## src/hw/rtl/bsd_pkg.sv

```systemverilog
// Package for the block stream deframer: codes, widths and shared types.
`timescale 1ns / 1ps
package bsd_pkg;

  localparam int LENGTH_BITS       = 24;
  localparam int DIGEST_HEX_DIGITS = 40;
  localparam int DC_W              = $clog2(DIGEST_HEX_DIGITS + 1);
  localparam int CONTENT_LEN_W     = 24;

  localparam logic [7:0] CH_HASH = 8'h23;
  localparam logic [7:0] CH_V    = 8'h56;
  localparam logic [7:0] CH_LF   = 8'h0A;

  localparam logic [LENGTH_BITS-1:0] TRAILER_MARKS = LENGTH_BITS'(2);

  localparam logic [2:0] KIND_SKIP    = 3'd0;
  localparam logic [2:0] KIND_TYPE    = 3'd1;
  localparam logic [2:0] KIND_HEADER  = 3'd2;
  localparam logic [2:0] KIND_CONTENT = 3'd3;
  localparam logic [2:0] KIND_DIGIT   = 3'd4;
  localparam logic [2:0] KIND_DONE    = 3'd5;
  localparam logic [2:0] KIND_ERROR   = 3'd6;

  localparam logic [2:0] ERR_NONE        = 3'd0;
  localparam logic [2:0] ERR_UNEXP_TRAIL = 3'd1;
  localparam logic [2:0] ERR_FORMAT      = 3'd2;
  localparam logic [2:0] ERR_VERSION     = 3'd3;
  localparam logic [2:0] ERR_HDR_LF      = 3'd4;
  localparam logic [2:0] ERR_NO_TRAILER  = 3'd5;
  localparam logic [2:0] ERR_TRAIL_LF    = 3'd6;
  localparam logic [2:0] ERR_OVERFLOW    = 3'd7;

  localparam logic REG_CHECKSUM_MODE    = 1'b0;
  localparam logic REG_EXPECTED_VERSION = 1'b1;

  localparam logic [1:0] MODE_NONE = 2'd0;
  localparam logic [1:0] MODE_IF_DIGITS = 2'd1;

  typedef enum logic [3:0] {
    PH_SEARCH    = 4'd0,
    PH_TYPE      = 4'd1,
    PH_VERSION   = 4'd2,
    PH_HDRLEN    = 4'd3,
    PH_HEADER    = 4'd4,
    PH_DATALEN   = 4'd5,
    PH_HDREND    = 4'd6,
    PH_CONTENT   = 4'd7,
    PH_TRAILER   = 4'd8,
    PH_CHECKSUM  = 4'd9,
    PH_CHECKDATA = 4'd10,
    PH_BLOCKEND  = 4'd11
  } phase_t;

  typedef struct packed {
    logic [1:0] checksum_mode;
    logic [7:0] expected_version;
  } cfg_t;

  typedef struct packed {
    logic [2:0]               byte_kind;
    logic [7:0]               byte_value;
    logic                     hash_feed;
    logic [2:0]               error_code;
    logic [15:0]              block_index;
    logic [7:0]               block_kind;
    logic [CONTENT_LEN_W-1:0] content_length;
    logic                     need_verify;
  } res_t;

endpackage

```

## src/hw/rtl/bsd_cfg_regs.sv

```systemverilog
// APB register file holding checksum mode and expected version.
`timescale 1ns / 1ps
module bsd_cfg_regs (
  input  logic          clk,
  input  logic          rst_n,
  input  logic          psel,
  input  logic          penable,
  input  logic          pwrite,
  input  logic [2:0]    paddr,
  input  logic [31:0]   pwdata,
  output logic [31:0]   prdata,
  output logic          pready,
  output bsd_pkg::cfg_t cfg
);
  import bsd_pkg::*;

  logic [1:0] mode_r;
  logic [7:0] version_r;
  logic       wr_en;

  assign pready = 1'b1;
  assign wr_en  = psel && penable && pwrite;

  always_ff @(posedge clk) begin
    if (!rst_n) begin
      mode_r    <= MODE_IF_DIGITS;
      version_r <= 8'd1;
    end else if (wr_en) begin
      unique case (paddr[2])
        REG_CHECKSUM_MODE:    mode_r    <= pwdata[1:0];
        REG_EXPECTED_VERSION: version_r <= pwdata[7:0];
        default: ;
      endcase
    end
  end

  always_comb begin
    unique case (paddr[2])
      REG_CHECKSUM_MODE:    prdata = {30'd0, mode_r};
      REG_EXPECTED_VERSION: prdata = {24'd0, version_r};
      default:              prdata = 32'd0;
    endcase
  end

  assign cfg.checksum_mode    = mode_r;
  assign cfg.expected_version = version_r;

endmodule

```

## src/hw/rtl/bsd_parser.sv

```systemverilog
// Deframer state registers and the per-byte decode logic.
`timescale 1ns / 1ps
module bsd_parser (
  input  logic          clk,
  input  logic          rst_n,
  input  logic          step_en,
  input  logic [7:0]    data_byte,
  input  bsd_pkg::cfg_t cfg,
  output bsd_pkg::res_t res
);
  import bsd_pkg::*;

  phase_t                 phase_r, phase_nxt;
  logic [LENGTH_BITS-1:0] remaining_r, remaining_nxt;
  logic [LENGTH_BITS-1:0] length_store_r, length_store_nxt;
  logic [7:0]             version_r, version_nxt;
  logic [15:0]            block_cnt_r, block_cnt_nxt;
  logic [7:0]             type_r, type_nxt;
  logic [DC_W-1:0]        digit_cnt_r, digit_cnt_nxt;
  logic                   digits_seen_r, digits_seen_nxt;

  phase_t                 ep;
  logic [LENGTH_BITS-1:0] er;
  logic [DC_W-1:0]        dc_e;
  logic                   seen_e;
  logic [LENGTH_BITS-1:0] trail_left;
  logic [LENGTH_BITS+3:0] len_acc;
  logic [11:0]            ver_acc;
  logic                   is_dec, is_hex, is_hash;
  logic [3:0]             digit;

  assign is_dec  = (data_byte >= 8'h30) && (data_byte <= 8'h39);
  assign is_hex  = is_dec || ((data_byte >= 8'h61) && (data_byte <= 8'h66)) ||
                   ((data_byte >= 8'h41) && (data_byte <= 8'h46));
  assign is_hash = (data_byte == CH_HASH);
  assign digit   = data_byte[3:0];

  assign ver_acc = ({4'd0, version_r} << 3) + ({4'd0, version_r} << 1) + {8'd0, digit};

  always_comb begin
    ep     = phase_r;
    er     = remaining_r;
    seen_e = digits_seen_r;
    dc_e   = digit_cnt_r;

    // resolve phases that pass the byte on without taking it
    if (phase_r == PH_HDRLEN && !is_dec) begin
      ep = (remaining_r == '0) ? PH_DATALEN : PH_HEADER;
    end else if (phase_r == PH_HEADER && remaining_r == '0) begin
      ep = PH_DATALEN;
    end
    if (ep == PH_DATALEN && !is_dec) ep = PH_HDREND;
    if (phase_r == PH_CONTENT && remaining_r == '0) begin
      ep = PH_TRAILER;
      er = TRAILER_MARKS;
    end
    if (phase_r == PH_CHECKSUM) begin
      seen_e = 1'b0;
      if (data_byte != CH_LF && cfg.checksum_mode != MODE_NONE) begin
        ep   = PH_CHECKDATA;
        dc_e = DC_W'(DIGEST_HEX_DIGITS);
      end else begin
        ep = PH_BLOCKEND;
      end
    end
    if (ep == PH_CHECKDATA && !(dc_e != '0 && is_hex)) ep = PH_BLOCKEND;
  end

  assign len_acc = ({4'd0, er} << 3) + ({4'd0, er} << 1) + {{LENGTH_BITS{1'b0}}, digit};
  assign trail_left = er - LENGTH_BITS'(er != '0);

  always_comb begin
    phase_nxt        = ep;
    remaining_nxt    = er;
    length_store_nxt = length_store_r;
    version_nxt      = version_r;
    block_cnt_nxt    = block_cnt_r;
    type_nxt         = type_r;
    digit_cnt_nxt    = dc_e;
    digits_seen_nxt  = seen_e;

    res.byte_kind      = KIND_SKIP;
    res.hash_feed      = 1'b0;
    res.error_code     = ERR_NONE;
    res.content_length = '0;
    res.need_verify    = 1'b0;

    unique case (ep)
      PH_TYPE: begin
        if (is_hash) begin
          res.error_code = ERR_UNEXP_TRAIL;
        end else begin
          res.byte_kind = KIND_TYPE;
          res.hash_feed = 1'b1;
          type_nxt      = data_byte;
          block_cnt_nxt = block_cnt_r + 16'd1;
          version_nxt   = 8'd0;
          phase_nxt     = PH_VERSION;
        end
      end
      PH_VERSION: begin
        if (is_dec) begin
          if (|ver_acc[11:8]) begin
            res.error_code = ERR_VERSION;
          end else begin
            version_nxt   = ver_acc[7:0];
            res.hash_feed = 1'b1;
          end
        end else if (data_byte != CH_V) begin
          res.error_code = ERR_FORMAT;
        end else if (version_r != cfg.expected_version) begin
          res.error_code = ERR_VERSION;
        end else begin
          res.hash_feed = 1'b1;
          remaining_nxt = '0;
          phase_nxt     = PH_HDRLEN;
        end
      end
      PH_HDRLEN, PH_DATALEN: begin
        if (|len_acc[LENGTH_BITS+3:LENGTH_BITS]) begin
          res.error_code = ERR_OVERFLOW;
        end else begin
          remaining_nxt = len_acc[LENGTH_BITS-1:0];
          res.hash_feed = 1'b1;
        end
      end
      PH_HEADER, PH_CONTENT: begin
        res.byte_kind = (ep == PH_HEADER) ? KIND_HEADER : KIND_CONTENT;
        res.hash_feed = 1'b1;
        remaining_nxt = er - LENGTH_BITS'(1);
      end
      PH_HDREND: begin
        if (data_byte != CH_LF) begin
          res.error_code = ERR_HDR_LF;
        end else begin
          res.hash_feed    = 1'b1;
          length_store_nxt = er;
          phase_nxt        = PH_CONTENT;
        end
      end
      PH_TRAILER: begin
        if (!is_hash) begin
          res.error_code = ERR_NO_TRAILER;
        end else begin
          res.hash_feed = 1'b1;
          remaining_nxt = trail_left;
          if (trail_left == '0) phase_nxt = PH_CHECKSUM;
        end
      end
      PH_CHECKDATA: begin
        res.byte_kind   = KIND_DIGIT;
        digit_cnt_nxt   = dc_e - DC_W'(1);
        digits_seen_nxt = 1'b1;
      end
      PH_BLOCKEND: begin
        if (data_byte != CH_LF) begin
          res.error_code = ERR_TRAIL_LF;
        end else begin
          res.byte_kind      = KIND_DONE;
          res.content_length = CONTENT_LEN_W'(length_store_r);
          res.need_verify    = cfg.checksum_mode[1] ||
                               (cfg.checksum_mode == MODE_IF_DIGITS && seen_e);
          phase_nxt          = PH_SEARCH;
        end
      end
      default: begin
        // search, and codes outside the phase list
        phase_nxt = PH_SEARCH;
        if (is_hash) begin
          res.hash_feed = 1'b1;
          phase_nxt     = PH_TYPE;
        end
      end
    endcase

    if (res.error_code != ERR_NONE) begin
      res.byte_kind = KIND_ERROR;
      res.hash_feed = is_hash;
      phase_nxt     = is_hash ? PH_TYPE : PH_SEARCH;
    end

    res.byte_value  = data_byte;
    res.block_index = block_cnt_nxt;
    res.block_kind  = type_nxt;
  end

  always_ff @(posedge clk) begin
    if (!rst_n) begin
      phase_r        <= PH_SEARCH;
      remaining_r    <= '0;
      length_store_r <= '0;
      version_r      <= 8'd0;
      block_cnt_r    <= 16'hFFFF;
      type_r         <= 8'd0;
      digit_cnt_r    <= '0;
      digits_seen_r  <= 1'b0;
    end else if (step_en) begin
      phase_r        <= phase_nxt;
      remaining_r    <= remaining_nxt;
      length_store_r <= length_store_nxt;
      version_r      <= version_nxt;
      block_cnt_r    <= block_cnt_nxt;
      type_r         <= type_nxt;
      digit_cnt_r    <= digit_cnt_nxt;
      digits_seen_r  <= digits_seen_nxt;
    end
  end

endmodule

```

## src/hw/rtl/block_stream_deframer.sv

```systemverilog
// Top level of the block stream deframer: input stage, decode, result register.
//
//  channel  direction  handshake           payload
//  in       sink       in_valid/in_ready   in_data_byte
//  out      source     out_valid/out_ready out_byte_kind .. out_need_verify
//  cfg      APB slave  psel/penable/pready checksum_mode, expected_version
//
// One result beat per input beat; a byte passes from acceptance to result through
// the input register, then decode into the result register.
// One byte per cycle sustained while results are taken; the decoder state updates with each step.
// Synchronous active-low reset empties both stages and resets the deframer state.
// A stalled result holds; the input stage still takes a beat while it is empty, then fills.
`timescale 1ns / 1ps
module block_stream_deframer (
  input  logic        clk,
  input  logic        rst_n,
  input  logic        in_valid,
  output logic        in_ready,
  input  logic [7:0]  in_data_byte,
  output logic        out_valid,
  input  logic        out_ready,
  output logic [2:0]  out_byte_kind,
  output logic [7:0]  out_byte_value,
  output logic        out_hash_feed,
  output logic [2:0]  out_error_code,
  output logic [15:0] out_block_index,
  output logic [7:0]  out_block_kind,
  output logic [23:0] out_content_length,
  output logic        out_need_verify,
  input  logic        psel,
  input  logic        penable,
  input  logic        pwrite,
  input  logic [2:0]  paddr,
  input  logic [31:0] pwdata,
  output logic [31:0] prdata,
  output logic        pready
);
  import bsd_pkg::*;

  cfg_t       cfg;
  res_t       res;
  res_t       res_r;
  logic       s1_valid_r, s1_valid_nxt;
  logic [7:0] s1_byte_r;
  logic       out_valid_r, out_valid_nxt;
  logic       out_free, step;

  bsd_cfg_regs u_cfg (
    .clk     (clk),
    .rst_n   (rst_n),
    .psel    (psel),
    .penable (penable),
    .pwrite  (pwrite),
    .paddr   (paddr),
    .pwdata  (pwdata),
    .prdata  (prdata),
    .pready  (pready),
    .cfg     (cfg)
  );

  bsd_parser u_parser (
    .clk       (clk),
    .rst_n     (rst_n),
    .step_en   (step),
    .data_byte (s1_byte_r),
    .cfg       (cfg),
    .res       (res)
  );

  assign out_free = !out_valid_r || out_ready;
  assign step     = s1_valid_r && out_free;
  assign in_ready = !s1_valid_r || out_free;

  always_comb begin
    s1_valid_nxt = s1_valid_r;
    if (in_valid && in_ready) s1_valid_nxt = 1'b1;
    else if (step)            s1_valid_nxt = 1'b0;
    out_valid_nxt = out_valid_r;
    if (step)           out_valid_nxt = 1'b1;
    else if (out_ready) out_valid_nxt = 1'b0;
  end

  always_ff @(posedge clk) begin
    if (!rst_n) begin
      s1_valid_r  <= 1'b0;
      out_valid_r <= 1'b0;
    end else begin
      s1_valid_r  <= s1_valid_nxt;
      out_valid_r <= out_valid_nxt;
    end
  end

  always_ff @(posedge clk) begin
    if (in_valid && in_ready) s1_byte_r <= in_data_byte;
    if (step)                 res_r     <= res;
  end

  assign out_valid          = out_valid_r;
  assign out_byte_kind      = res_r.byte_kind;
  assign out_byte_value     = res_r.byte_value;
  assign out_hash_feed      = res_r.hash_feed;
  assign out_error_code     = res_r.error_code;
  assign out_block_index    = res_r.block_index;
  assign out_block_kind     = res_r.block_kind;
  assign out_content_length = res_r.content_length;
  assign out_need_verify    = res_r.need_verify;

  a_err_only_on_error: assert property (@(posedge clk) disable iff (!rst_n)
    out_valid && (out_error_code != ERR_NONE) |-> out_byte_kind == KIND_ERROR)
    else $error("error code without error kind");

  a_verify_at_done: assert property (@(posedge clk) disable iff (!rst_n)
    out_valid && out_need_verify |-> out_byte_kind == KIND_DONE)
    else $error("verify flag outside block end");

  a_digit_not_hashed: assert property (@(posedge clk) disable iff (!rst_n)
    out_valid && (out_byte_kind == KIND_DIGIT) |-> !out_hash_feed)
    else $error("checksum digit fed to digest");

  a_stage_backpressure: assert property (@(posedge clk) disable iff (!rst_n)
    s1_valid_r && out_valid && !out_ready |-> !in_ready)
    else $error("input taken while both stages full");

endmodule
```

## config.mk

```make
export PLATFORM = sky130hd
export DESIGN_NAME = block_stream_deframer
export DESIGN_NICKNAME = d
export VERILOG_FILES = /design/src/hw/rtl/bsd_pkg.sv /design/src/hw/rtl/bsd_cfg_regs.sv /design/src/hw/rtl/bsd_parser.sv /design/src/hw/rtl/block_stream_deframer.sv
export SDC_FILE = /design/constraint.sdc
export NUM_CORES = 1
export LEC_CHECK = 0
export BUFFER_PORTS_ARGS = -buffer_cell sky130_fd_sc_hd__buf_2
export CORE_MARGIN = 2
export CORE_UTILIZATION = 45
export CTS_CLUSTER_DIAMETER = 100
export CTS_CLUSTER_SIZE = 14
export DETAILED_ROUTE_END_ITERATION = 12
export PLACE_DENSITY_LB_ADDON = 0.05
export SLEW_MARGIN = 15
export SYNTH_ARGS = -nofsm -noshare
export SYNTH_HDL_FRONTEND = slang
export SYNTH_SLANG_ARGS = --single-unit
```

## constraint.sdc

```tcl
create_clock -name clk -period 5.4 [get_ports clk]
set_clock_uncertainty 0.15 [all_clocks]
set_input_delay 0.54 -clock clk [delete_from_list [all_inputs] [get_ports clk]]
set_output_delay 0.54 -clock clk [all_outputs]
set_load 0.02 [all_outputs]
```

==> impl_metrics.yaml <==
synthesis:
  ys_seq_area_share_pct: 36.6
  synth_seq_cells: 175
  yosys.area.top_type: "edfxtp_1"
  syn-cell-area_sq_um: 11600
  synth_area_leaders: "edfxtp_1 (19%), dfxtp_1 (18%), ha_1 (7.4%), nand2_1 (6.4%), a21boi_0 (3.1%)"
  synth_cell_types: 90
  synth_top_area_share_pct: 18.7
  yosys_most_used_dff: "dfxtp_1"
  yosys_warnings: 0
  async_reset_ff_share_pct: 0
  postSynthCellCount: 1350
  synth_edf_count: 72
  syn_avg_cell_area_sq_um: 8.56
drt:
  drt-initial-drc-count: 875
  first_pass_iters: 5
  vias_per_cell: 5.81
  totalWireLength_microns: 34600
  antenna_left: 0
  drc_errors: 0
  vias: 10300
  wl_per_cell_microns: 19.5
pwr:
  power.leakage_nw: 5.20
  p_per_area_nw_per_um2: 245
  irDropWorstVdd_v: 0.000200
  power_w: 0.00320
clock_network:
  root_buffer: "clkbuf_16"
  cts_buffers: 17
  hold_buffers: 0
  clkTransAtPathRegs_ns: 0.08
  postCtsSetupRepairBufs: 0
  cts_htree_levels: 4
  clkLatencyLatePin_ns: 0.45
  cts_buffer_depth: 2
  cts_tree: "built"
  clock_sinks: 175
finish:
  nets: 1548
  diodes: 0
  drive_above_1_share_pct: 15.7
  post-route-util_pct: 51.9
  area_growth_pct: 13.2
critical_path:
  critPathMaxFanout: 8
  arrival_ns: 5.21
  reg2reg_from: "u_parser.phase_r[0]"
  timing.critical_path.from: "u_parser.phase_r[0]"
  crit_path_start_kind: "flop"
  path_class: "flop to flop"
  cp-end-kind: "flop"
  worstPathRequired_ns: 5.59
placed_design:
  portBuffers: 97
  routabilityCongestion: 0.957
  dp_hpwl_microns: 25100
min_path:
  hold_class: "input port to flop"
  min_from: "in_data_byte[0]"
global_routing:
  grt_pass1_wl_microns: 53800
  antenna_found_initial: 0
  track_usage_pct: 26.0
  grt_pass1_vias: 9531
  grt_start_max_net_pins: 60
  grt-ovfl-total: 0
sta:
  finalSetupViolCount: 0
  relSlewSlack_pct: 37.8
  whs_ns: 0.117
  fin_tns_setup_ns: 0
  maxSlewViolCount: 0
  hold_violations: 0
  layout_min_cycle_time_ns: 5.02
  worstMarginPinSlew_ns: 0.933
  fmax_mhz: 199
  rsz0062_at_grt: "no"
  period_share_pct: 93.0
floorplanning:
  num_rows: 58
  initial_core_util_pct: 45.9
  die_w_microns: 164
  fp.coreArea_sq_um: 25200
  die_h_microns: 164
  ios: 149
  die-area_sq_um: 27000
run:
  max_cap_viol_count: 0
outcome:
  outcome: "completed"
==> sequential cells by signal, indices dropped and copies added (netlist names), 3 cells and up <==
name                     flops
out_content_length          24
u_parser.length_store_r     24
u_parser.remaining_r        24
out_block_index             16
u_parser.block_cnt_r        16
out_block_kind               8
out_byte_value               8
s1_byte_r                    8
u_cfg.version_r              8
u_parser.type_r              8
u_parser.version_r           8
u_parser.digit_cnt_r         6
u_parser.phase_r             4
out_byte_kind                3
out_error_code               3
==> critical path: stages (launching register included) <==
cell      delay [ns]
dfxtp_1         0.44
nor4bb_1        0.46
o211ai_1        0.33
nand2_1         0.15
ha_1            0.16
or3b_2          0.47
or2_2           0.29
o32ai_1         0.45
o21ai_0         0.30
nor3b_2         0.25
buf_4           0.20
a31o_1          0.24
a211oi_2        0.26
and2_1          0.37
a21oi_2         0.11
a221oi_1        0.27
==> power by group <==
| group | internal, W | switching [W] | total [W] | leakage (nW) |
|---|---|---|---|---|
| Sequential | 0.00141 | 0.0000184 | 0.00143 | 1.45 |
| Combinational | 0.000161 | 0.000327 | 0.000488 | 3.45 |
| Clock | 0.000671 | 0.000618 | 0.00129 | 0.301 |
| Total | 0.00224 | 0.000963 | 0.00320 | 5.20 |
==> cell usage after synthesis, types with 7 or more instances <==
| cell type | n |
|---|---|
| nand2_1 | 196 |
| dfxtp_1 | 103 |
| nor2_1 | 88 |
| clkbuf_1 | 80 |
| edfxtp_1 | 72 |
| ha_1 | 68 |
| a21oi_1 | 61 |
| o21ai_0 | 60 |
| nand3_1 | 50 |
| a21boi_0 | 48 |
| xor2_1 | 41 |
| and2_1 | 38 |
| xnor2_1 | 29 |
| nor3_1 | 28 |
| and3_1 | 26 |
| buf_4 | 26 |
| inv_1 | 24 |
| o211ai_1 | 18 |
| nor2b_1 | 17 |
| nand4_1 | 16 |
| nor4_1 | 16 |
| or3_1 | 16 |
| a31oi_1 | 15 |
| a211oi_1 | 13 |
| nand2b_1 | 12 |
| o22ai_1 | 11 |
| a22o_1 | 10 |
| buf_2 | 10 |
| a21o_1 | 8 |
| or4_1 | 8 |
| o221ai_1 | 7 |
==> metrics by stage <==
stage	setup slack, ns	std cells	cell area [sq um]
2_1_floorplan	0.250	1373	11600
3_3_place_gp	0.216	1737	12400
3_5_place_dp	0.146	1737	12400
4_1_cts	0.121	1769	13000
5_1_grt	0.0430	1769	13100
6_report	0.375	1769	13100
==> cell type report <==
class	instances	area, sq um
timing repair buffer	160	971
clock buffer	17	425
clock inverter	15	188
sequential	175	4220
multi-input combinational	1048	6770
fill	2475	12100
inverter	24	92.6
tap	330	413
==> repair_timing <==
action,4_1_cts,5_1_grt
endpoints found under the setup margin,0,26
gates resized for setup,0,10
hold endpoints to repair,0,0
==> logic make-up after synthesis <==
group | count (synthesis) | share of synthesized area (%)
muxes | 7 | 0.628
and+or+nand+nor | 547 | 23.8
buffers and inverters | 150 | 6.08
DFF | 175 | 36.6
xor gates and xnor gates | 70 | 5.31
adders and majority gates | 73 | 8.14
AOI/OAI and AO/OA | 326 | 19.4
other | 2 | 0.0650
==> per-layer routing <==
| layer | wire length, microns | up-vias | global-route usage (%) | share of wire [%] |
|---|---|---|---|---|
| li1 | - | 4994 | - | - |
| met1 | 16800 | 4860 | 38.0 | 48 |
| met2 | 14800 | 374 | 39.1 | 43 |
| met3 | 2350 | 52 | 4.32 | 6.8 |
| met4 | 715 | 0 | 7.81 | 2.1 |
| met5 | 0 | - | 0 | 0 |
==> final timing paths <==
check                               endpoint  slack [ns]  cells after the start
hold / removal                  s1_byte_r[0]        0.12                      1
setup / recovery         u_parser.phase_r[0]        0.38                     15
setup reg to reg         u_parser.phase_r[0]        0.38                     15
hold reg to reg   u_parser.length_store_r[8]        0.31                      2
==> layout by cell type (no fill, tap or decap), types with 10 or more instances in the layout <==
master and n:
inv_1 23, and3_1 26, ha_1 68, o21ai_0 60, dfxtp_1 103, xnor2_1 29, or3_1 16, nand3_1 49
edfxtp_1 72, and2_1 37, clkbuf_16 17, conb_1 25, nor3_1 28, nand4_1 16, nand2_1 196, o211ai_1 18
nor2_1 88, nor4_1 15, a21boi_0 48, a211oi_1 13, a31oi_1 15, a22o_1 10, buf_4 62, o22ai_1 11
buf_2 97, nor2b_1 17, nand2b_1 12, xor2_1 41, a21oi_1 60
Power figures use the tool's default switching activity.
